## config.mk

```make
export PLATFORM = sky130hd
export DESIGN_NAME = salc_fifo
export DESIGN_NICKNAME = d
export VERILOG_FILES = /design/src/rtl/core/salc_pkg.sv /design/src/rtl/core/salc_fifo.sv
export SDC_FILE = /design/constraint.sdc
export NUM_CORES = 1
export LEC_CHECK = 0
export BUFFER_PORTS_ARGS = -buffer_cell sky130_fd_sc_hd__buf_2
export CAP_MARGIN = 15
export CORE_MARGIN = 3
export CORE_UTILIZATION = 29
export DETAILED_ROUTE_END_ITERATION = 6
export PLACE_DENSITY = 0.57
export SLEW_MARGIN = 10
export SYNTH_ARGS = -nofsm -noshare
export SYNTH_HDL_FRONTEND = slang
export SYNTH_SLANG_ARGS = --single-unit
```

## constraint.sdc

```tcl
create_clock -name clk -period 1.5 [get_ports clk]
set_input_delay 0.15 -clock clk [delete_from_list [all_inputs] [get_ports clk]]
set_output_delay 0.15 -clock clk [all_outputs]
set_load 0.01 [all_outputs]
```

## src/rtl/core/salc_pkg.sv

```systemverilog
// Shared types and codes for the set-associative LRU cache tag store.
// No dependencies; imported by every module of the block.
`timescale 1ns / 1ps
`default_nettype none
package salc_pkg;

  // Command codes carried by each input transaction
  typedef enum logic [1:0] {
    CMD_PROBE      = 2'd0,
    CMD_MARK_DIRTY = 2'd1,
    CMD_FILL       = 2'd2,
    CMD_NONE       = 2'd3
  } cmd_t;

  localparam int unsigned LINE_ADDR_W = 48;

  typedef struct packed {
    cmd_t                   cmd;
    logic [LINE_ADDR_W-1:0] line_address;
    logic                   dirty_flag;
  } in_item_t;

  typedef struct packed {
    logic                   hit;
    logic                   victim_valid;
    logic [LINE_ADDR_W-1:0] victim_address;
    logic                   victim_dirty;
  } out_item_t;

  // Front end: take a transaction, work out its set, hand it to the queue
  typedef enum logic [1:0] {
    F_IDLE = 2'd0,
    F_DIV  = 2'd1,
    F_PUSH = 2'd2
  } front_state_t;

  // Back end: clear the valid, dirty and recency rows after reset, then read-modify-write per item
  typedef enum logic [1:0] {
    B_CLEAR = 2'd0,
    B_IDLE  = 2'd1,
    B_EXEC  = 2'd2
  } back_state_t;

endpackage
`default_nettype wire

```

## src/rtl/core/salc_fifo.sv

```systemverilog
// Two-entry queue between front and back end of the cache tag store.
// Depends on salc_pkg only for house consistency; generic width.
`timescale 1ns / 1ps
`default_nettype none
module salc_fifo #(
  parameter int W = 8
) (
  input  wire          clk,
  input  wire          rst_n,
  input  wire          push,
  input  wire  [W-1:0] push_data,
  output logic         full,
  input  wire          pop,
  output logic [W-1:0] head,
  output logic         empty
);
  import salc_pkg::*;

  logic [W-1:0] ent_r [2];
  logic         wp_r, rp_r;
  logic [1:0]   cnt_r;

  assign full  = (cnt_r == 2'd2);
  assign empty = (cnt_r == 2'd0);
  assign head  = ent_r[rp_r];

  // Store on push
  always_ff @(posedge clk) begin
    if (push) ent_r[wp_r] <= push_data;
  end

  // Advance pointers and fill count
  always_ff @(posedge clk) begin
    if (!rst_n) begin
      wp_r  <= 1'b0;
      rp_r  <= 1'b0;
      cnt_r <= 2'd0;
    end else begin
      if (push) wp_r <= !wp_r;
      if (pop)  rp_r <= !rp_r;
      cnt_r <= cnt_r + 2'(push) - 2'(pop);
    end
  end

endmodule
`default_nettype wire

```

* Word-level counts from Yosys, hierarchy flattened
Memory sizes are Yosys's and may differ from the RTL's. A register that Yosys moved wholly into a read port is not among the register bits.
Cells that the tools add are included.
** Word-level totals
- Register bits :: 4
- RAM bits :: 16
- Output and inout port bits :: 10
- Word-level logic and storage cells :: 14
- Memories kept :: 1
** Memories
- ent_r :: words 2, bits a word 8, read ports 1, clocked after Yosys merged registers in 1, wr ports 1, line salc_fifo.sv:19 : logic [W-1:0] ent_r [2];
** Cells by class
- Add/subtract/negate cells :: 2
- Equality and inequality tests :: 1
- Mux-type cells :: 4
- Reductions and logical operators :: 3
** Operators by type and width (number)
- $mux W1 :: 4
- $add A2 B1 Y2 :: 1
- $eq A2 B2 Y1 const B :: 1
- $logic_not A1 Y1 :: 2
- $logic_not A2 Y1 :: 1
- $sub A2 B1 Y2 :: 1

* Logic depth before layout (Yosys ltp)
Gate-level depths: netlist (run 1).
- Word-level depth :: 3
- Gate-level depth with buffers :: 6

* Worst setup path before layout (run 1)
No wires, ideal clock.
- Path kind :: register to register
- From :: reg cnt_r[0]
- To :: reg cnt_r[1]
- Library setup time :: 65 ps
- Arrival :: 1245 ps
- Required time :: 1435 ps
- Setup slack :: 190 ps
- Stages on the path, launching flop included :: 7
- Path buffers :: 0
- Clock period less this slack :: 1310 ps
- Cells stage by stage :: dfxtp_1 > inv_1 > ha_1 > inv_1 > ha_1 > xnor3_1 > nor2b_1
** Between the ends
- Word-level cells in the longest chain between the ends :: 2
** RTL lines
- start: declaration :: line salc_fifo.sv:21 : logic [1:0] cnt_r;
- start signal: assignment :: line salc_fifo.sv:41 : cnt_r <= cnt_r + 2'(push) - 2'(pop);
- $add A2 B1 Y2 :: line salc_fifo.sv:41
- $sub A2 B1 Y2 :: line salc_fifo.sv:41
Every way passes these cells.
A chain may end at the register's enable or synchronous reset.

==> results by group, run 1 <==
Status
  – Status: finished clean

Setup path
  – Worst Setup Start Kind: flop
  – Slowest CP cell: dfxtp_2
  – CP max stage delay: 0.46 ns
  – Critical Path Fanout Max: 8
  – CP arrival: 1.25 ns
  – CP required: 1.35 ns
  – Worst-path cell chain: mux2_2 -> buf_2
  – Bufs and invs on worst path: 1
  – CP top delay family: flip-flops
  – Critical path capture point type: primary output
  – Kind of critical path: reg -> out

Synthesis
  – Syn. warnings: 0
  – Post-synthesis cell count: 46
  – Post-synth design cell area: 801 um2
  – FF+latch count, synth: 21
  – Sequential share of the synthesized area: 0.725
  – Post-synth cell types: 12
  – Syn nets: 60
  – Top-area cell type share of the netlist area: 0.600
  – Synth area leader: edfxtp_1
  – Synth top area cells: edfxtp_1 60%, dfxtp_1 13%, mux2_2 11%
  – Mean Syn Cell Area: 17.4 um2

Floorplanning
  – I/O Pins: 22
  – Chip height: 58.5 um
  – FP Rows: 18
  – Starting Density: 0.315
  – Core area: 2540 um2
  – Die width: 58.5 um
  – Die ar.: 3430 um2

Final layout
  – Commonest non-fill, non-tap cells in the layout: 21 x buf_2, 16 x edfxtp_1, 8 x mux2_2
  – Final nets: 87
  – FF+latch area: 582 um2
  – Layout cell share with drive strength beyond 1: 0.500
  – # diodes: 0
  – Multi-input gate area: 208 um2
  – Commonest non-fill, non-tap cell in the layout: buf_2
  – Layout area overhead: 22.7%
  – Fillcell total: 255

Routing
  – Initial DRC count: 8
  – Vias: 420
  – Drt wl/cell: 11.6 um
  – First-pass DRT Iterations: 3
  – Final antenna-violating net count: 0
  – Vias per cell: 4.12
  – DRC Markers: 0
  – Total Wirelength: 1.18 mm

Pwr
  – Peak VDD IR: 0.514 mV
  – Leakage: 0.399 nW
  – Power Dens Cells: 1150 nW/um2
  – Final Power: 1.13 mW

Clock tree
  – CTS Buf Count: 3
  – Clock tree sinks: 21
  – Hold_buf cts: 0
  – CTS tree: yes
  – Max clock buf depth: 2
  – Postcts setup bufs: 0
  – H-tree depth: 1
  – Clock Root Buffer: clkbuf_4
  – Clock Latency Late Sink: 0.29 ns
  – Clock transition at path regs: 0.11 ns

Place
  – PortBufs: 21
  – GPL Wtd Cong: 0.618
  – Post-DP HPWL: 873 um

Global route
  – Initial antenna violation count: 0
  – First-pass GRT wire length: 1.88 mm
  – Vias in the first global route: 433
  – Largest net degree at the start of global routing: 13
  – Gr usage total: 0.0752
  – Remaining Overflow, GRT: 0

Timing
  – Crit share post-route: 0.931
  – Worst clock skew: 0.0118 ns
  – Worst-margin pin slew: 0.395 ns
  – Final max-slew violation count: 0
  – Fin. Hold Viols: 0
  – Setup violations, final: 0
  – Fmax: 716 MHz
  – Relative slew slack: 0.737
  – Setup_tns: 0 ns
  – Fin crit period: 1.40 ns
  – Unrepaired setup endpoints after global routing: no

Flow run
  – Maxcap violations: 0

Worst hold path
  – HP Class: in -> reg
==> final timing paths <==
path / slack (ns) / cells past startpoint / end / start
worst max-delay path: 0.10 / 2 / head[6] / flop
worst min-delay path: 0.04 / 1 / ent_r[1][3]$_DFFE_PP_ / push_data[3]
worst max register to register: 0.11 / 6 / cnt_r[1]$_SDFF_PN0_ / cnt_r[0]$_SDFF_PN0_
worst min register to register: 0.58 / 2 / flop / rp_r$_SDFFE_PN0P_
==> cells by family after synthesis <==
group / after synthesis / share of synthesized area
flops: 21 / 0.725
simple gates: 9 / 0.0672
mux: 8 / 0.113
buf+inv: 3 / 0.0156
xor+xnor: 2 / 0.0391
fa+ha+maj: 2 / 0.0312
compound gates: 1 / 0.00938
==> through the flow <==
stage | hold WS, ns | setup WS [ns] | area [um2] | instances | util
2_1_floorplan | 0.249 | 0.190 | 801 | 46 | -
6_report | 0.0353 | 0.104 | 982 | 102 | 0.386
3_3_place_gp | 0.340 | 0.172 | 953 | 98 | 0.375
4_1_cts | 0.0227 | 0.0659 | 982 | 102 | 0.386
3_5_place_dp | 0.345 | 0.112 | 953 | 98 | 0.375
5_1_grt | 0.00710 | 0.0136 | 982 | 102 | 0.386
==> layer usage <==
metal | wire (um) | global-route usage
met4 | 0 | 0.0298
met1 | 540 | 0.0861
met3 | 100 | 0.0351
met5 | 0 | 0
met2 | 541 | 0.121
==> sequential cells by signal, indices dropped and copies added (netlist names), named ones only <==
signal  cells
ent_r      16
cnt_r       2
rp_r        1
wp_r        1
==> Yosys cell counts (all sizes together) <==
library cell,number
and2,4
buf,1
dfxtp,5
edfxtp,16
ha,2
inv,2
mux2,8
nor2,1
nor2b,4
o21a,1
xnor3,1
xor2,1
==> power breakdown <==
group / switching (mW) / total, mW / internal (mW) / leakage [nW]
Clock: 0.155 / 0.254 / 0.0991 / 0.0177
Sequential: 0.0246 / 0.695 / 0.670 / 0.192
Combinational: 0.0760 / 0.182 / 0.106 / 0.189
==> final cells by class <==
class,count,area share
sequential,21,0.592
multi-input combinational,22,0.211
timing repair buffer,23,0.122
tap,30,0.0382
clock buffer,3,0.0229
inverter,2,0.00764
clock inverter,1,0.00510
==> repair_timing <==
| action | 4_1_cts | 5_1_grt |
|---|---|---|
| endpoints found under the hold margin | 0 | 0 |
| endpoints found under the setup margin | 8 | 0 |
| gates resized for setup | 1 | 0 |
(Power assumes the default switching activity.)
==> run 2, diff against run 1 <==
--- a/config.mk
+++ b/config.mk
@@ -6,5 +6,5 @@
 export NUM_CORES = 1
 export LEC_CHECK = 0
-export BUFFER_PORTS_ARGS = -buffer_cell sky130_fd_sc_hd__buf_2
+export BUFFER_PORTS_ARGS = -buffer_cell sky130_fd_sc_hd__buf_4
 export CAP_MARGIN = 15
 export CORE_MARGIN = 3
==> constraint.sdc (replaced) <==
create_clock -name clk -period 1.5 [get_ports clk]
set_input_delay 0.15 -clock clk [delete_from_list [all_inputs] [get_ports clk]]
set_output_delay 0.15 -clock clk [all_outputs]
set_load 0.005 [all_outputs]
==> run 2 against run 1 <==
Compared with the run above: cell count did not move; fmax fell by 0.55%; wire length rose by 3.0%; largest cell class unchanged; sequential power barely moved; final area rose by 5.2%; power rose by 1.6%; die area did not move; via count rose by 4.3%; core utilization rose by 2.0 points; worst setup slack got worse by 0.0078 ns; highest routed layer unchanged.
==> results by group, run 2 (synthesized netlist as in run 1, its figures left out) <==
Final layout
  – Layout area overhead: 29.1%
  – Top reg by flops: ent_r
  – Commonest non-fill, non-tap cell in the layout: buf_4
  – Final nets: 87 (unchanged)
  – Max reg flops: 16 (unchanged)
  – Commonest non-fill, non-tap cells in the layout: 23 x buf_4, 16 x edfxtp_1, 8 x mux2_2
  – Largest registers: ent_r x16, cnt_r x2
  – # diodes: 0 (unchanged)
  – Layout cell share with drive strength beyond 1: 0.486 (-0.0139)

Timing
  – Fmax: 712 MHz (-0.55%)
  – Hold WS: 0.0382 ns (+0.00289 ns)
  – Setup violations, final: 0 (unchanged)
  – Worst clock skew: 0.00233 ns (-0.00950 ns)
  – Unrepaired setup endpoints after global routing: no
  – Final max-slew violation count: 0 (unchanged)
  – Crit share post-route: 0.936 (+0.00517)
  – Relative slew slack: 0.739 (+0.00258)
  – Setup_tns: 0 ns (unchanged)
  – Fin crit period: 1.40 ns (+0.00776 ns)
  – Fin. Hold Viols: 0 (unchanged)
  – Worst-margin pin slew: 0.391 ns (-0.00387 ns)

Place
  – PortBufs: 21 (unchanged)
  – GPL Wtd Cong: 0.602 (-2.5%)

Pwr
  – Leakage: 0.414 nW (+3.8%)
  – Internal power: 0.907 mW (+3.6%)
  – Clock power frac: 0.222 (-0.003)
  – Switching share of power: 0.211 (-0.0151)
  – Psw: 0.242 mW (-5.2%)
  – Peak VDD IR: 0.727 mV (+42%)
  – Reg power frac: 0.606 (-0.008)
  – Power Dens Cells: 1110 nW/um2 (-3.5%)
  – Gate power share: 0.172 (+0.011)

Global route
  – Initial antenna violation count: 0 (unchanged)
  – Remaining Overflow, GRT: 0 (unchanged)
  – Met1 usage: 0.0975 (+0.0114)
  – Busiest grt layer: met2
  – Grt met2 use: 0.126 (+0.00478)
  – Largest net degree at the start of global routing: 12 (-1)
  – First-pass GRT wire length: 2.06 mm (+9.2%)
  – Met3 global-route usage: 0.0285 (-0.00658)
  – Gr usage total: 0.0803 (+0.00515)
  – Vias in the first global route: 489 (+13%)

Setup path
  – CP required: 1.73 ns (+0.38 ns)
  – Critical Path Fanout Max: 3 (-5)
  – Kind of critical path: reg -> reg
  – Critical path launch point: cnt_r[0]$_SDFF_PN0_
  – CP arrival: 1.64 ns (+0.39 ns)
  – Worst Setup Start Kind: flop
  – Critical path capture point type: flop
  – Critical path endpoint: cnt_r[1]$_SDFF_PN0_
  – R2R setup slack: 0.1 ns (about the same)
  – R2r endpoint: cnt_r[1]$_SDFF_PN0_
  – R2R depth: 6 (unchanged)
  – RR Startpoint: cnt_r[0]$_SDFF_PN0_

Clock tree
  – Clock tree sinks: 21 (unchanged)
  – CTS Buf Count: 3 (unchanged)
  – Clock transition at path regs: 0.11 ns (about the same)
  – H-tree depth: 1 (unchanged)
  – Max clock buf depth: 2 (unchanged)
  – CTS tree: yes
  – Clock Latency Late Sink: 0.29 ns (about the same)
  – Clock Root Buffer: clkbuf_4
  – Hold_buf cts: 0 (unchanged)

Status
  – Status: finished clean

Flow run
  – Maxcap violations: 0 (unchanged)

Floorplanning
  – Starting Density: 0.315 (unchanged)
  – Core area: 2540 um2 (unchanged)
  – I/O Pins: 22 (unchanged)
  – Chip height: 58.5 um (unchanged)
  – FP Rows: 18 (unchanged)
  – Die ar.: 3430 um2 (unchanged)
  – Die width: 58.5 um (unchanged)

Routing
  – Vias: 438 (+4.3%)
  – DRC Markers: 0 (unchanged)
  – Total Wirelength: 1.22 mm (+3.0%)
  – Vias per cell: 4.29 (+4.3%)
  – First-pass DRT Iterations: 3 (unchanged)
  – Final antenna-violating net count: 0 (unchanged)
  – Initial DRC count: 3 (-5)
  – Drt wl/cell: 12.0 um (+3.0%)

Worst hold path
  – HP Class: in -> reg
  – Hold Startpoint: push_data[3]
[run 2: critical path, stage by stage, from the launching register on]
cell and delay (ns):
dfxtp_1 0.37, inv_1 0.05, ha_1 0.26, inv_1 0.06
ha_1 0.13, xnor3_1 0.37, nor2b_1 0.11
[run 2: what timing repair did]
item / 4_1_cts / 5_1_grt
gates resized for setup: 1 / 0
buffers inserted: 0 / 0
setup endpoints to repair: 8 / 0
[run 2: worst min path at each step]
stage	endpoint	slack, ns	cells past startpoint
final	ent_r[0][3]$_DFFE_PP_	0.04	1
after global routing	ent_r[1][2]$_DFFE_PP_	0.02	1
after CTS	ent_r[1][4]$_DFFE_PP_	0.03	1
after detailed placement	ent_r[1][4]$_DFFE_PP_	0.34	1
after global placement	ent_r[1][5]$_DFFE_PP_	0.34	1
after floorplan	ent_r[0][0]$_DFFE_PP_	0.25	0
[run 2: layer usage]
layer / part of all wire / wire length, um
met2: 0.48 / 582
met3: 0.075 / 92
met1: 0.45 / 545
met4: 0 / 0
met5: 0 / 0
[run 2: through the flow]
stage	util	power [mW]	area [um2]	cells	setup slack, ns
after floorplan	-	0.804	801	46	0.190
after global placement	0.395	0.904	1010	98	0.167
after detailed placement	0.395	0.911	1010	98	0.113
after CTS	0.406	1.17	1030	102	0.0739
after global routing	0.406	1.22	1030	102	0.00972
final	0.406	1.15	1030	102	0.0959
[run 2: power by group through the flow]
stage	clock network [mW]	registers (mW)	logic, mW
after floorplan	0	0.696	0.108
after global routing	0.298	0.701	0.220
after CTS	0.271	0.697	0.203
final	0.255	0.696	0.198
after global placement	0	0.707	0.197
after detailed placement	0	0.709	0.201
[run 2: cell type report]
type | instances | area (um2)
clock buffer | 4 | 26.3
fill | 258 | 1510
inverter | 2 | 7.51
multi-input combinational | 22 | 208
sequential | 21 | 582
tap | 30 | 37.5
timing repair buffer | 23 | 173
==> run 3, diff against run 2 <==
- CORE_UTILIZATION: 29 -> 45
- PLACE_DENSITY: 0.57 -> 0.78
==> run 3 against run 2 <==
Compared with the run above: clock-buffer cell count decreased by 1; clock power rose by 2%; clock skew rose by 0.0023 ns; non-clock buffer count shrank 1; highest routed layer is now met4; worst hold slack got worse by 0.0046 ns; wire length fell by 0.98%; fmax increased by 1.8%; critical path type is now reg -> out; flip-flop and latch count is the same; combinational power about the same.
==> results by group, run 3 (synthesized netlist as in run 1, its figures left out) <==
Timing
  – Crit share post-route: 0.920 (-0.0164)
  – Setup_tns: 0 ns (unchanged)
  – Hold WS: 0.0336 ns (-0.00457 ns)
  – Final max-slew violation count: 0 (unchanged)
  – Worst clock skew: 0.00465 ns (+0.00233 ns)
  – Final setup margin: 0.120 ns (+0.0246 ns)
  – Worst-margin pin slew: 0.379 ns (-0.0119 ns)
  – Setup violations, final: 0 (unchanged)
  – Fin crit period: 1.38 ns (-0.0246 ns)
  – Fmax: 725 MHz (+1.8%)
  – Relative slew slack: 0.747 (+0.00796)
  – Fin. Hold Viols: 0 (unchanged)

Setup path
  – Critical path endpoint: head[0]
  – Bufs and invs on worst path: 1 (-1)
  – RR Startpoint: cnt_r[0]$_SDFF_PN0_
  – Slowest CP cell: dfxtp_2
  – Worst Setup Start Kind: flop
  – CP required: 1.35 ns (-0.38 ns)
  – CP arrival: 1.23 ns (-0.41 ns)
  – Kind of critical path: reg -> out
  – Worst path depth: 2 (-4)
  – Critical path capture point type: primary output
  – Critical Path Fanout Max: 8 (+5)
  – R2R setup slack: 0.13 ns (+0.03 ns)
  – R2R depth: 6 (unchanged)
  – Worst-path cell chain: mux2_2 -> buf_4
  – R2r endpoint: cnt_r[1]$_SDFF_PN0_
  – CP max stage delay: 0.45 ns (+0.08 ns)
  – CP top delay family: flip-flops

Final layout
  – Fillcell total: 121 (-53%)
  – Layout cell share with drive strength beyond 1: 0.507 (+0.0209)
  – Final nets: 86 (-1.1%)
  – # diodes: 0 (unchanged)
  – Commonest non-fill, non-tap cells in the layout: 22 x buf_4, 16 x edfxtp_1, 8 x mux2_2
  – Top reg by flops: ent_r
  – Largest registers: ent_r x16, cnt_r x2
  – Fin cells: 95 (-6.9%)
  – Layout area overhead: 27.5%
  – Max reg flops: 16 (unchanged)
  – Commonest non-fill, non-tap cell in the layout: buf_4

Global route
  – Busiest grt layer: met2
  – Remaining Overflow, GRT: 0 (unchanged)
  – Met3 global-route usage: 0.0295 (+0.00101)
  – Vias in the first global route: 418 (-15%)
  – First-pass GRT wire length: 1.69 mm (-18%)
  – Met1 usage: 0.120 (+0.0228)
  – Largest net degree at the start of global routing: 13 (+1)
  – Initial antenna violation count: 0 (unchanged)
  – Grt met2 use: 0.193 (+0.0667)
  – Gr usage total: 0.111 (+0.0308)

Routing
  – Final antenna-violating net count: 0 (unchanged)
  – Drt wl/cell: 12.7 um (+6.3%)
  – DRC Markers: 0 (unchanged)
  – Vias: 439 (+0.23%)
  – First-pass DRT Iterations: 4 (+1)
  – Initial DRC count: 6 (+3)
  – Total Wirelength: 1.21 mm (-0.98%)
  – Vias per cell: 4.62 (+7.6%)

Floorplanning
  – I/O Pins: 22 (unchanged)
  – Core area: 1590 um2 (-37%)
  – Chip height: 48.2 um (-18%)
  – Die width: 48.2 um (-18%)
  – FP Rows: 14 (-4)
  – Die ar.: 2320 um2 (-32%)
  – Starting Density: 0.502 (+0.188)

Pwr
  – Peak VDD IR: 0.794 mV (+9.2%)
  – Power Dens Cells: 1130 nW/um2 (+1.5%)
  – Final Power: 1.15 mW (+0.31%)
  – Leakage: 0.412 nW (-0.47%)

Clock tree
  – Hold_buf cts: 0 (unchanged)
  – Postcts setup bufs: 0 (unchanged)
  – H-tree depth: 1 (unchanged)
  – Clock tree sinks: 21 (unchanged)
  – Clock transition at path regs: 0.12 ns (about the same)
  – CTS tree: yes
  – Clock Root Buffer: clkbuf_4
  – Clock Latency Late Sink: 0.29 ns (about the same)
  – CTS Buf Count: 3 (unchanged)
  – Max clock buf depth: 2 (unchanged)

Place
  – Pre-CTS WS: 0.125 ns (+0.0123 ns)
  – Post-Place Cells: 91 (-7.1%)
  – Post-DP HPWL: 850 um
  – GPL Wtd Cong: 0.627 (+4.1%)
  – PortBufs: 21 (unchanged)

Flow run
  – Maxcap violations: 0 (unchanged)

Status
  – Status: finished clean

Worst hold path
  – HP Class: in -> reg
[run 3: timing repair]
action	4_1_cts	5_1_grt
resized for setup	1	1
setup endpoints to repair	8	1
pin swaps	0	0
[run 3: through the flow]
step | utilization | instance area [um2]
finish | 0.641 | 1020
global route | 0.641 | 1020
CTS | 0.640 | 1020
detailed placement | 0.622 | 991
global placement | 0.622 | 991
floorplan | - | 801
[run 3: routing by layer]
metal | wire, um | part of all wire
met3 | 87 | 0.072
met2 | 637 | 0.53
met1 | 472 | 0.39
met5 | 0 | 0
met4 | 10 | 0.0083
[run 3: worst min-delay path by stage]
stage | startpoint | end | slack, ns | cells after the start
final | push_data[0] | ent_r[1][0]$_DFFE_PP_ | 0.03 | 1
after global routing | push_data[3] | ent_r[0][3]$_DFFE_PP_ | 0.01 | 1
after CTS | push_data[3] | ent_r[1][3]$_DFFE_PP_ | 0.03 | 1
after detailed placement | push_data[4] | ent_r[1][4]$_DFFE_PP_ | 0.34 | 1
after global placement | push_data[0] | ent_r[0][0]$_DFFE_PP_ | 0.34 | 1
after floorplan | push_data[0] | ent_r[0][0]$_DFFE_PP_ | 0.25 | 0
[run 3: final cells by class]
type	count	area [um2]	share of cell area
clock buffer	3	22.5	0.0221
clock inverter	1	5.00	0.00490
inverter	2	7.51	0.00735
multi-input combinational	22	208	0.203
sequential	21	583	0.571
tap	24	30.0	0.0294
timing repair buffer	22	165	0.162
[run 3: where the power goes]
group	internal (mW)	leakage (nW)	switching [mW]
Sequential	0.671	0.192	0.0247
Combinational	0.130	0.202	0.0653
Clock	0.0991	0.0177	0.162
