<file path="src/rtl/core/salc_pkg.sv">
// Shared types and codes for the set-associative LRU cache tag store.
// No dependencies; imported by every module of the block.
`timescale 1ns / 1ps
`default_nettype none
package salc_pkg;

  // Command codes carried by each input transaction
  typedef enum logic [1:0] {
    CMD_PROBE      = 2'd0,
    CMD_MARK_DIRTY = 2'd1,
    CMD_FILL       = 2'd2,
    CMD_NONE       = 2'd3
  } cmd_t;

  localparam int unsigned LINE_ADDR_W = 48;

  typedef struct packed {
    cmd_t                   cmd;
    logic [LINE_ADDR_W-1:0] line_address;
    logic                   dirty_flag;
  } in_item_t;

  typedef struct packed {
    logic                   hit;
    logic                   victim_valid;
    logic [LINE_ADDR_W-1:0] victim_address;
    logic                   victim_dirty;
  } out_item_t;

  // Front end: take a transaction, work out its set, hand it to the queue
  typedef enum logic [1:0] {
    F_IDLE = 2'd0,
    F_DIV  = 2'd1,
    F_PUSH = 2'd2
  } front_state_t;

  // Back end: clear the valid, dirty and recency rows after reset, then read-modify-write per item
  typedef enum logic [1:0] {
    B_CLEAR = 2'd0,
    B_IDLE  = 2'd1,
    B_EXEC  = 2'd2
  } back_state_t;

endpackage
`default_nettype wire

</file>
<file path="src/rtl/core/salc_front.sv">
// Front end: accepts transactions and derives the set index (line address mod SETS).
// Depends on salc_pkg; feeds salc_fifo.
`timescale 1ns / 1ps
`default_nettype none
module salc_front #(
  parameter int SETS      = 1024,
  parameter int ADDR_BITS = 48
) (
  input  wire                      clk,
  input  wire                      rst_n,
  input  wire                      start,
  output logic                     busy,
  input  salc_pkg::in_item_t       in_item,
  input  wire                      back_clearing,
  input  wire                      q_full,
  output logic                     q_push,
  output logic [((SETS > 1) ? $clog2(SETS) : 1) + $bits(salc_pkg::in_item_t)-1:0] q_data
);
  import salc_pkg::*;

  localparam int SI   = (SETS > 1) ? $clog2(SETS) : 1;
  localparam int KW   = (ADDR_BITS < LINE_ADDR_W) ? ADDR_BITS : LINE_ADDR_W;
  localparam int NCH  = (KW + 7) / 8;
  localparam int CIW  = $clog2(NCH);
  localparam int TB   = NCH * 8;
  localparam bit POW2 = ((SETS & (SETS - 1)) == 0);

  typedef logic [TB-1:0][SI-1:0] pow_tab_t;

  // Weight of each address bit modulo SETS, worked out at elaboration
  function automatic pow_tab_t pow_table();
    pow_tab_t t;
    int       p;
    p = 1 % SETS;
    for (int j = 0; j < TB; j++) begin
      t[j] = SI'(p);
      p    = (p * 2) % SETS;
    end
    return t;
  endfunction

  localparam pow_tab_t POW_MOD = pow_table();

  // Add two residues and bring the sum back below SETS
  function automatic logic [SI-1:0] mod_add(logic [SI-1:0] a, logic [SI-1:0] b);
    logic [SI:0] s;
    s = {1'b0, a} + {1'b0, b};
    if (s >= (SI+1)'(SETS)) s = s - (SI+1)'(SETS);
    return SI'(s);
  endfunction

  front_state_t   state_r, state_nxt;
  in_item_t       item_r;
  logic [TB-1:0]  div_sh_r;
  logic [SI-1:0]  rem_r, rem_nxt;
  logic [CIW-1:0] chunk_r;
  logic [SI-1:0]  term [8];
  logic [SI-1:0]  sum1 [4];
  logic [SI-1:0]  sum2 [2];
  logic [SI-1:0]  set_idx;
  logic           accept;

  assign accept = start && !busy;

  // Fold one address byte per cycle: add the weights of its set bits, modulo SETS
  always_comb begin
    for (int b = 0; b < 8; b++) begin
      term[b] = div_sh_r[b] ? POW_MOD[{chunk_r, 3'(b)}] : '0;
    end
    for (int b = 0; b < 4; b++) sum1[b] = mod_add(term[2*b], term[2*b+1]);
    for (int b = 0; b < 2; b++) sum2[b] = mod_add(sum1[2*b], sum1[2*b+1]);
    rem_nxt = mod_add(rem_r, mod_add(sum2[0], sum2[1]));
  end

  assign set_idx = POW2 ? (SI'(item_r.line_address) & SI'(SETS - 1)) : rem_r;

  // Next state
  always_comb begin
    state_nxt = state_r;
    case (state_r)
      F_IDLE: begin
        if (accept) begin
          if (POW2) state_nxt = F_PUSH;
          else      state_nxt = F_DIV;
        end
      end
      F_DIV:  if (chunk_r == CIW'(NCH - 1)) state_nxt = F_PUSH;
      F_PUSH: if (!q_full) state_nxt = F_IDLE;
      default: state_nxt = F_IDLE;
    endcase
  end

  // Outputs
  always_comb begin
    busy   = (state_r != F_IDLE) || back_clearing;
    q_push = (state_r == F_PUSH) && !q_full;
    q_data = {set_idx, item_r};
  end

  always_ff @(posedge clk) begin
    if (!rst_n) begin
      state_r <= F_IDLE;
    end else begin
      state_r <= state_nxt;
    end
  end

  // Hold the transaction and advance the residue fold
  always_ff @(posedge clk) begin
    if (accept) begin
      item_r   <= in_item;
      div_sh_r <= TB'(in_item.line_address[KW-1:0]);
      rem_r    <= '0;
      chunk_r  <= '0;
    end else if (state_r == F_DIV) begin
      div_sh_r <= div_sh_r >> 8;
      rem_r    <= rem_nxt;
      chunk_r  <= chunk_r + CIW'(1);
    end
  end

endmodule
`default_nettype wire

</file>
<file path="config.mk">
export PLATFORM = sky130hd
export DESIGN_NAME = salc_front
export DESIGN_NICKNAME = d
export VERILOG_FILES = /design/src/rtl/core/salc_pkg.sv /design/src/rtl/core/salc_front.sv
export SDC_FILE = /design/constraint.sdc
export NUM_CORES = 1
export LEC_CHECK = 0
export BUFFER_PORTS_ARGS = -buffer_cell sky130_fd_sc_hd__buf_2
export CORE_ASPECT_RATIO = 2
export CORE_UTILIZATION = 30
export CTS_CLUSTER_DIAMETER = 80
export DETAILED_ROUTE_END_ITERATION = 10
export GPL_ROUTABILITY_DRIVEN = 0
export GPL_TIMING_DRIVEN = 0
export PLACE_DENSITY_LB_ADDON = 0.12
export SYNTH_ARGS = -nofsm -noshare
export SYNTH_HDL_FRONTEND = slang
export SYNTH_SLANG_ARGS = --single-unit
</file>
<file path="constraint.sdc">
create_clock -name clk -period 6 [get_ports clk]
set_input_delay 1.8 -clock clk [delete_from_list [all_inputs] [get_ports clk]]
set_output_delay 1.8 -clock clk [all_outputs]
set_load 0.02 [all_outputs]
</file>
# Word level (Yosys, flattened, before mapping)
# Index checks and enable logic that the tools add are counted.
[totals] reg_bits=56 in_bits=56 out_inout_bits=63 wordCells=24
[op_classes] add_sub_neg=1 eq_ne=6 muxes=4 n_reduce_logical=8
[op_table] op="2-bit 2-to-1 mux" n=3
[op_table] op="2-bit inequality test (second input constant)" n=3
[op_table] op="2-bit one-hot mux with 3 select lines" n=1
[op_table] op="3-bit by 1-bit adder with 3-bit output (second input constant)" n=1
[op_table] op="3-bit == test (second input constant)" n=1
[op_table] op="3-bit AND reduction" n=1
[op_table] op="2-bit by 1-bit == test with 1-bit output (second input constant)" n=1
[op_table] op="2-bit == test (second input constant)" n=1
[op_table] op="1-bit logical AND" n=2
[op_table] op="1-bit logical NOT" n=2
[op_table] op="2-bit logical NOT" n=1
[op_table] op="2-bit nonzero test" n=1
[op_table] op="1-bit logical OR" n=1

# Longest topological paths before layout
# Gate-level depths: netlist (run 1).
[depth] ltp_word=6 depth_mapped=2

# Worst setup path before layout (run 1)
# OpenSTA, ideal clock, no wires.
[synth_timing] path_kind="input to register" start="in back_clearing" end="reg item_r, in the netlist q_data[0] (enable)" arrival_ns=3.831 t_required_ns=5.548 slack_ns=1.717 path_stages=1 path_buffers=0 cell_sequence="nor3b_2"
[synth_via] elab_chain_len=3
[synth_lines] element="start: declaration" line_no="salc_front.sv:14" source="input wire back_clearing,"
[synth_lines] element="1-bit logical OR" line_no="salc_front.sv:95" source="busy = (state_r != F_IDLE) || back_clearing;"
[synth_lines] element="1-bit logical NOT" line_no="salc_front.sv:63" source="assign accept = start && !busy;"
[synth_lines] element="1-bit logical AND" line_no="salc_front.sv:63"
[synth_lines] element="end signal: assignment" line_no="salc_front.sv:111" source="item_r <= in_item;"
[synth_lines] element="end: declaration" line_no="salc_front.sv:53" source="in_item_t item_r;"
# Every way passes these cells.
# A chain may end at the register's enable or synchronous reset.

# Worst setup path in the final report (run 1)
[layout_timing] start="in back_clearing" end="out busy"
[layout_via] elab_chain_len=1
[layout_lines] element="1-bit logical OR" line_no="salc_front.sv:95"
[layout_lines] element="end: declaration" line_no="salc_front.sv:12" source="output logic busy,"
# Every way passes these cells.

==> results.md, run 1 <==
* Clock-pin slew on the worst setup and hold paths at around 0.080 ns
* Syn-to-layout area delta at 48.23%
* Kind of critical path: input port to output port
* Inserted Diodes at 0
* Startpoint types: input port
* Die X at around 55 microns
* Most used cell, CP: buf_2
* Vias in the first global route at around 1100
* RR Startpoint: state_r[1]
* Synthesis-stage register bit count at between 50 and 60
* Post-DP HPWL at 2665 microns
* Max Clk Rate at around 0.25 GHz
* Initial core utilization at about 31%
* Fin. Hold Viols at 0
* CP Capture Type: output port
* Number of max-cap violations at 0
* Hold Buf Count CTS at 0
* Hold crit path type: register to register
* Post-CTS Setup Bufs at 0
* Routed via count at 1072
* IO buf count at 118
* WHS Path Cells at 2
* TritonCTS clock tree: built
* GRT Util Overall at a little under an eighth
* Critical Path AT at approximately 2.3 ns
* Worst Path Buf+Inv at 2
* # nets final at 250
* Slew Limit Fails at 0
* Synth warn at 0
* Fin crit share at slightly below 70%
* RSZ-0062 raised after global routing: false
* Final setup fails at 0
* Tot Pwr at just under 0.0007 W
* Hold Path Origin: state_r[1]
* Syn Std Cell Area at between 1500 and 2000 sq um
* Mean Syn Cell Area at 24.86 sq um
* Crit path required time at 4.20 ns
* Root buffer cell: clkbuf_8
* Maximum number of pins on one net before global-route repair at 23
* Post-synthesis cell type count at 8
* Worst r2r path cells at 2
* Leakage at between 1 and 1.5 nW
* FP Rows at 38
* Crit-path cells: buf_2 -> or2_1 -> buf_2
* Die height at ~110 microns
* Final core utilization at 45.95%
* Clock Skews at 0.003440 ns
* Initial antenna violation count at 0
* Ranking of synthesized cells by area: edfxtp_1, buf_4, dfxtp_1
* First-pass GRT wire length at about 4800 microns
* Die footprint at about 5900 sq um
* Final min period at between 4 and 5 ns
* Slew Limit Headroom at between 40% and 50%
* EDFF count, synth at 51
* Slowest stage delay, CP at 0.20 ns
* Inserted Clock Buffers at 5
* Synth Instances at 67
* Worst r2r dst: q_data[32]
* Most frequent cell after synthesis: edfxtp_1
* Cts repair resizes at 0
* CP Max Fanout at 2
* Sequential fraction of the synthesis area at between 90 and 100%
* Final hold slack at between 0.7 and 0.8 ns
* Share of the synthesized area in the top cell type at around nine tenths
* Total routed wirelength at 3414 microns
* Dominant cell type by area after synthesis: edfxtp_1
* Num ports at between 100 and 150
* Skew-Pair Late Insertion Delay at a little under 0.3 ns
* DR vias/cell at roughly 4.2
* DRC viols at 0
* Status: complete, no violations
* Core ar. at ~5400 sq um
* H-Tree Depth at 2
* Worst Hold Path EP: state_r[1]
* Worst slack, placed at around 1.9 ns
* TritonCTS Sinks at 52
* Clock buffer depth at 2
* Flop-to-flop setup slack at ~4.4 ns
* Setup TNS at 0 ns
* Worst-margin pin slew at 0.8029 ns
* DRT antenna net count at 0
* Post-DR wirelength/cell at ~13 microns
* Async set-reset flop share out of synthesis at 0%
* Power density over cell area at roughly 270 nW/um^2
* Grt ovf at 0
* Top post-synthesis cells by count: edfxtp_1, buf_4
* Crit path max-delay family: buffers and inverters
* Max stage delay cell, worst path: or2_1
* Post-synth net total at about 120
* VDD IR max at 0.1707 mV
* Setup ws final at roughly 1.9 ns
* Layout cells sized above 1 at 70.10%
* Top_reg_cell synth: edfxtp_1
* Drt first pass iters at 3
* Initial DRC count at 16
-- where the power goes --
group | total, W | switching, W | internal [W]
registers | 0.000422 | 0.00000436 | 0.000417
clock network | 0.000176 | 0.0000990 | 0.0000771
logic | 0.0000747 | 0.0000425 | 0.0000322
-- sequential cells by signal, summed over array words and instances (netlist names) --
register / count
state_r: 1
q_data: 51
-- cell usage in the layout, fill, tap and decap left out --
| cell | synthesis | routed |
|---|---|---|
| buf_2 | 0 | 118 |
| edfxtp_1 | 51 | 51 |
| nor2b_1 | 1 | 1 |
| o21a_1 | 1 | 1 |
| clkbuf_8 | 0 | 5 |
| nor3b_4 | 0 | 1 |
| or2_1 | 1 | 1 |
| buf_16 | 0 | 2 |
| clkinv_1 | 0 | 2 |
| and2_1 | 1 | 1 |
| buf_4 | 10 | 10 |
| dfxtp_1 | 1 | 1 |
-- routing by layer --
| layer | vias to the layer above | wire (microns) | track usage (%) |
|---|---|---|---|
| met4 | 0 | 68 | 5.495 |
| li1 | 497 | - | - |
| met1 | 506 | 948 | 9.416 |
| met3 | 5 | 312 | 4.379 |
| met2 | 64 | 2084 | 22.72 |
| met5 | - | 0 | 0 |
-- worst max-delay path by stage --
stage | startpoint | to | cells after the start
2_1_floorplan | back_clearing | q_data[0] | 1
3_3_place_gp | back_clearing | q_data[6] | 2
3_5_place_dp | back_clearing | busy | 3
4_1_cts | back_clearing | busy | 3
5_1_grt | back_clearing | busy | 3
6_report | back_clearing | busy | 3
-- per-stage QoR --
step	instances	cell area (sq um)
after CTS	254	2469
after floorplan	67	1665
after global routing	254	2469
final	254	2469
after detailed placement	247	2392
after global placement	245	2331
-- kinds of logic (layout without fill, tap and decap cells) --
logic type	Yosys count	in the layout	synth area share, %
flops	52	52	93.16
buf+inv	10	137	4.508
simple gates	4	4	1.879
compound gates	1	1	0.4510
-- cell type report --
type / instances / area [sq um]
fillers: 544 / 2904
flip-flops and latches: 52 / 1551
repair buffers: 120 / 645.6
plain buffers: 10 / 75.07
well taps: 60 / 75.07
clock buffers: 5 / 68.82
multi-input cells: 5 / 45.04
clock inverters: 2 / 7.507
-- tightest hold or removal path: stages, from the launching register on --
cell     delay, ns
dfxtp_1       0.42
and2_1        0.16
o21a_1        0.11
Power figures use the tool's default switching activity.
==> inputs of run 2 (changes only) <==
==> constraint.sdc (replaced) <==
create_clock -name clk -period 3.5 [get_ports clk]
set_input_delay 1.05 -clock clk [delete_from_list [all_inputs] [get_ports clk]]
set_output_delay 1.05 -clock clk [all_outputs]
set_load 0.02 [all_outputs]
==> results.md, run 2 (synthesis results as in run 1) <==
* Sw Ratio at ~21%
* Grt ovf at 0
* Most frequent cells in the layout: buf_2, edfxtp_1, buf_4
* P_int at between 0.0009 and 0.001 W
* Multi-input logic area at between 40 and 50 sq um
* Net Sw Power at between 0.0002 and 0.0003 W
* Die footprint at 5871 sq um
* Post-DP Area at 2380 sq um
* Syn-to-layout area delta at 49.29%
* Number of max-cap violations at 0
* Crit-path cells: buf_2 -> or2_1 -> buf_2
* H-Tree Depth at 2
* Maximum number of pins on one net before global-route repair at 23
* Root buffer cell: clkbuf_8
* Post-CTS Setup Bufs at 0
* Worst-margin pin slew at 0.6703 ns
* CP Max Fanout at 2
* Crit path required time at roughly 2.5 ns
* Total routed wirelength at about 3300 microns
* DRC viols at 0
* Combinational power share at 10.1%
* Kind of critical path: input port to output port
* RSZ-0062 raised after global routing: false
* Cts repair resizes at 0
* Num ports at around 120
* Status: complete, no violations
* Final setup fails at 0
* Most used cell, CP: buf_2
* Final min period at 2.565 ns
* Sequential power share at ~60%
* Initial DRC count at 13
* Leakage at between 1 and 1.5 nW
* DRT antenna net count at 0
* TritonCTS clock tree: built
* Core ar. at around 5400 sq um
* Fin cells at ~260
* Critical Path AT at between 1.5 and 2 ns
* Vias in the first global route at 1095
* Drt first pass iters at 3
* Post-route cell area at between 2000 and 2500 sq um
* # nets final at 250
* TritonCTS Sinks at 52
* Largest register FFs at 51
* GRT Util Overall at a little under an eighth
* Clock buffer depth at 2
* Slew Limit Fails at 0
* Hold Buf Count CTS at 0
* Fin crit share at approximately three quarters
* Clock Skews at about 0.0032 ns
* Initial antenna violation count at 0
* Slowest stage delay, CP at 0.19 ns
* Setup TNS at 0 ns
* First-pass GRT wire length at between 4000 and 5000 microns
* Die height at between 100 and 150 microns
* Inserted Clock Buffers at 5
* Post-DR wirelength/cell at approximately 13 microns
* Startpoint types: input port
* Max stage delay cell, worst path: or2_1
* Clock network fraction of design power at between 30 and 40%
* Inserted Diodes at 0
* Die X at 54.69 microns
* Max Clk Rate at slightly below 0.4 GHz
* Skew-Pair Late Insertion Delay at roughly 0.29 ns
* Total of fill cells in the finished design at 498
* Post-DP HPWL at between 2000 and 3000 microns
* Clock-pin slew on the worst setup and hold paths at 0.09 ns
* Fin. Hold Viols at 0
* FP Rows at 38
* Cells after DPL at 247
* Routed via count at between 1000 and 1500
* Layout cells sized above 1 at between 70% and 80%
* Reg area at 1551 sq um
* Slew Limit Headroom at 55.27%
* Hold crit path type: register to register
* VDD IR max at roughly 0.36 mV
* Final hold slack at ~0.67 ns
* Power density over cell area at 495.7 nW/um^2
* Most common cell after layout, fill and taps aside: buf_2
* CP Capture Type: output port
* IO buf count at roughly 120
* DR vias/cell at 4.078
* Initial core utilization at between 30% and 40%
-- run 2: changes by cell type in the layout (fill, tap and decap cells not counted) --
cell	previous run	this run
buf_16	2	1
buf_8	0	1
bufinv_16	0	1
-- run 2: area by class of cell --
cell class / count / area share [%]
plain buffers: 10 / 3.020
clock buffers: 5 / 2.768
clock inverters: 3 / 1.510
multi-input cells: 5 / 1.812
flip-flops and latches: 52 / 62.41
well taps: 60 / 3.020
repair buffers: 120 / 25.47
-- run 2: path summary, 6_finish.rpt --
| kind | start | slack (ns) | endpoint | cells after the start |
|---|---|---|---|---|
| setup / recovery | back_clearing | 0.94 | busy | 3 |
| hold / removal | state_r[1] | 0.67 | state_r[1] | 2 |
| setup reg to reg | state_r[1] | 1.97 | q_data[34] | 2 |
| hold reg to reg | state_r[1] | 0.67 | state_r[1] | 2 |
-- run 2: worst max-delay path, delay by kind of cell --
kind	cells	cell delay (ns)
buffers and inverters	2	0.28
AND/OR/NAND/NOR	1	0.19
-- run 2: power groups by stage --
| stage | registers (W) | clock network [W] | logic [W] |
|---|---|---|---|
| final | 0.000723 | 0.000385 | 0.000125 |
| after detailed placement | 0.000738 | 0 | 0.000128 |
| after global placement | 0.000738 | 0 | 0.000118 |
| after floorplan | 0.000772 | 0 | 0.0000263 |
| after CTS | 0.000723 | 0.000410 | 0.000128 |
| after global routing | 0.000726 | 0.000422 | 0.000135 |
-- run 2: per-layer routing --
metal / global-route usage, % / part of all wire (%) / wire [microns]
met5: 0 / 0 / 0
met4: 6.044 / 1.6 / 52
met3: 4.379 / 9.8 / 323
met2: 21.86 / 59 / 1946
met1: 8.887 / 30 / 987
-- run 2: metrics by stage --
step	setup slack [ns]	util, %	power [W]
finish	0.9354	46.27	0.001232
global route	0.9211	46.27	0.001283
CTS	0.9327	46.27	0.001261
detailed placement	0.9327	44.29	0.0008652
global placement	0.1345	43.50	0.0008557
floorplan	0.6677	-	0.0007981
==> inputs of run 3 (changes only) <==
==> constraint.sdc (replaced) <==
create_clock -name clk -period 2.26 [get_ports clk]
set_input_delay 0.678 -clock clk [delete_from_list [all_inputs] [get_ports clk]]
set_output_delay 0.678 -clock clk [all_outputs]
set_load 0.02 [all_outputs]
==> results.md, run 3 (synthesis results as in run 1) <==
* Status: complete, no violations
* # nets final at between 200 and 300
* Hold crit path type: input port to register
* Post-DP HPWL at 2629 microns
* Final setup fails at 0
* Num ports at around 120
* Combinational power share at between 10% and 20%
* Clock-pin slew on the worst setup and hold paths at approximately 0.09 ns
* Fin crit share at between 80% and 90%
* Vias in the first global route at 1121
* Flop-to-flop setup slack at 0.44 ns
* Hold Buf Count CTS at 0
* Net Sw Power at about 0.00039 W
* Inserted Clock Buffers at 5
* Post-DP Area at between 2000 and 2500 sq um
* Post-Route M1 WL at approximately 1100 microns
* FP Rows at 38
* Critical Path AT at a little under 2 ns
* Final min period at about 1.9 ns
* Clock Skews at 0.003748 ns
* Number of max-cap violations at 0
* Hold Path Origin: in_item[39]
* P_int at 0.001404 W
* Layout cells sized above 1 at 70.62%
* Maximum number of pins on one net before global-route repair at 20
* Routed via count at 1056
* Inserted Diodes at 0
* Fin. Hold Viols at 0
* Root buffer cell: clkbuf_8
* RSZ-0062 raised after global routing: false
* Slowest stage delay, CP at slightly above 0.7 ns
* Crit path required time at roughly 2.3 ns
* Syn-to-layout area delta at 48.31%
* Post-DR wirelength/cell at ~13 microns
* Die footprint at between 5000 and 6000 sq um
* Die height at between 100 and 150 microns
* DRC viols at 0
* Worst-margin pin slew at ~0.88 ns
* DRT antenna net count at 0
* Multi-input logic area at 45.04 sq um
* H-Tree Depth at 2
* WHS Path Cells at 1
* Sw Ratio at ~22%
* Max Clk Rate at slightly above 0.5 GHz
* CP Max Fanout at 19
* VDD IR max at ~0.58 mV
* Tot Pwr at around 0.0018 W
* Power density over cell area at about 730 nW/um^2
* Crit path max-delay family: simple AND/OR/NAND/NOR gates
* First-pass GRT wire length at a little under 5000 microns
* Post-CTS Setup Bufs at 0
* Leakage at about 1.1 nW
* Max stage delay cell, worst path: nor3b_4
* Worst Hold Path EP: q_data[39]
* Crit-path cells: buf_2 -> nor3b_4 -> buf_16 -> buf_16
* Worst Path Buf+Inv at 3
* Most used cell, CP: buf_16
* Total routed wirelength at approximately 3300 microns
* Most frequent cells in the layout: buf_2, edfxtp_1, buf_4
* Startpoint types: input port
* DR vias/cell at just over 4
* TritonCTS clock tree: built
* Total of fill cells in the finished design at 503
* CP Capture Type: register
* Met3 wire length at ~290 microns
* Final hold slack at around 0.56 ns
* Initial antenna violation count at 0
* Die X at about 55 microns
* TritonCTS Sinks at 52
* Critical Path Start: back_clearing
* Initial core utilization at about 31%
* Cts repair resizes at 0
* Grt ovf at 0
* GRT Util Overall at 11.67%
* Worst r2r dst: q_data[27]
* RR Startpoint: state_r[1]
* Met2 WL at 1933 microns
* Core ar. at ~5400 sq um
* Slew Limit Fails at 0
* Sequential power share at 62.4%
* Clock buffer depth at 2
* Skew-Pair Late Insertion Delay at 0.29 ns
* IO buf count at ~120
* Kind of critical path: input port to register
* Largest register FFs at 51
* Drt first pass iters at 4
* Max layer used: met4
* Most common cell after layout, fill and taps aside: buf_2
* Slew Limit Headroom at 41.30%
* Initial DRC count at 9
* Reg area at ~1600 sq um
* Worst r2r path cells at 3
* Clock network fraction of design power at 26.6%
* Post-route cell area at approximately 2500 sq um
==> run 3: worst max path at each step <==
| stage | end | depth (start not counted) | slack (ns) |
|---|---|---|---|
| 6_report | q_data[27] | 4 | 0.32 |
| 3_5_place_dp | q_data[3] | 4 | -0.02 |
| 3_3_place_gp | q_data[3] | 2 | -0.73 |
| 2_1_floorplan | q_data[0] | 1 | -0.20 |
| 5_1_grt | q_data[3] | 4 | 0.21 |
| 4_1_cts | q_data[27] | 4 | 0.30 |
==> run 3: final cells by class <==
cell class	count	share of cell area, %
flip-flops and latches	52	62.82
clock buffers	6	2.938
clock inverters	1	0.2026
well taps	60	3.040
multi-input cells	5	1.824
plain buffers	10	3.040
repair buffers	120	26.14
==> run 3: through the flow <==
step / std cells / util, % / TNS [ns] / worst slack (ns)
6_report: 254 / 45.97 / 0 / 0.3167
3_5_place_dp: 247 / 44.53 / -0.4017 / -0.02202
5_1_grt: 254 / 45.97 / 0 / 0.2143
4_1_cts: 254 / 45.97 / 0 / 0.3009
3_3_place_gp: 245 / 43.50 / -37.89 / -0.7322
2_1_floorplan: 67 / - / -10.32 / -0.2003
==> run 3: power groups by stage <==
stage	sequential (W)	clock [W]	combinational, W
global placement	0.00114	0	0.000183
finish	0.00112	0.000477	0.000198
floorplan	0.00120	0	0.0000408
global route	0.00112	0.000531	0.000213
CTS	0.00112	0.000512	0.000202
detailed placement	0.00114	0	0.000202
==> run 3: layer usage <==
metal	GRT usage, %	vias to the layer above
met5	0	-
li1	-	496
met4	6.044	0
met3	2.825	6
met1	9.653	491
met2	22.46	63
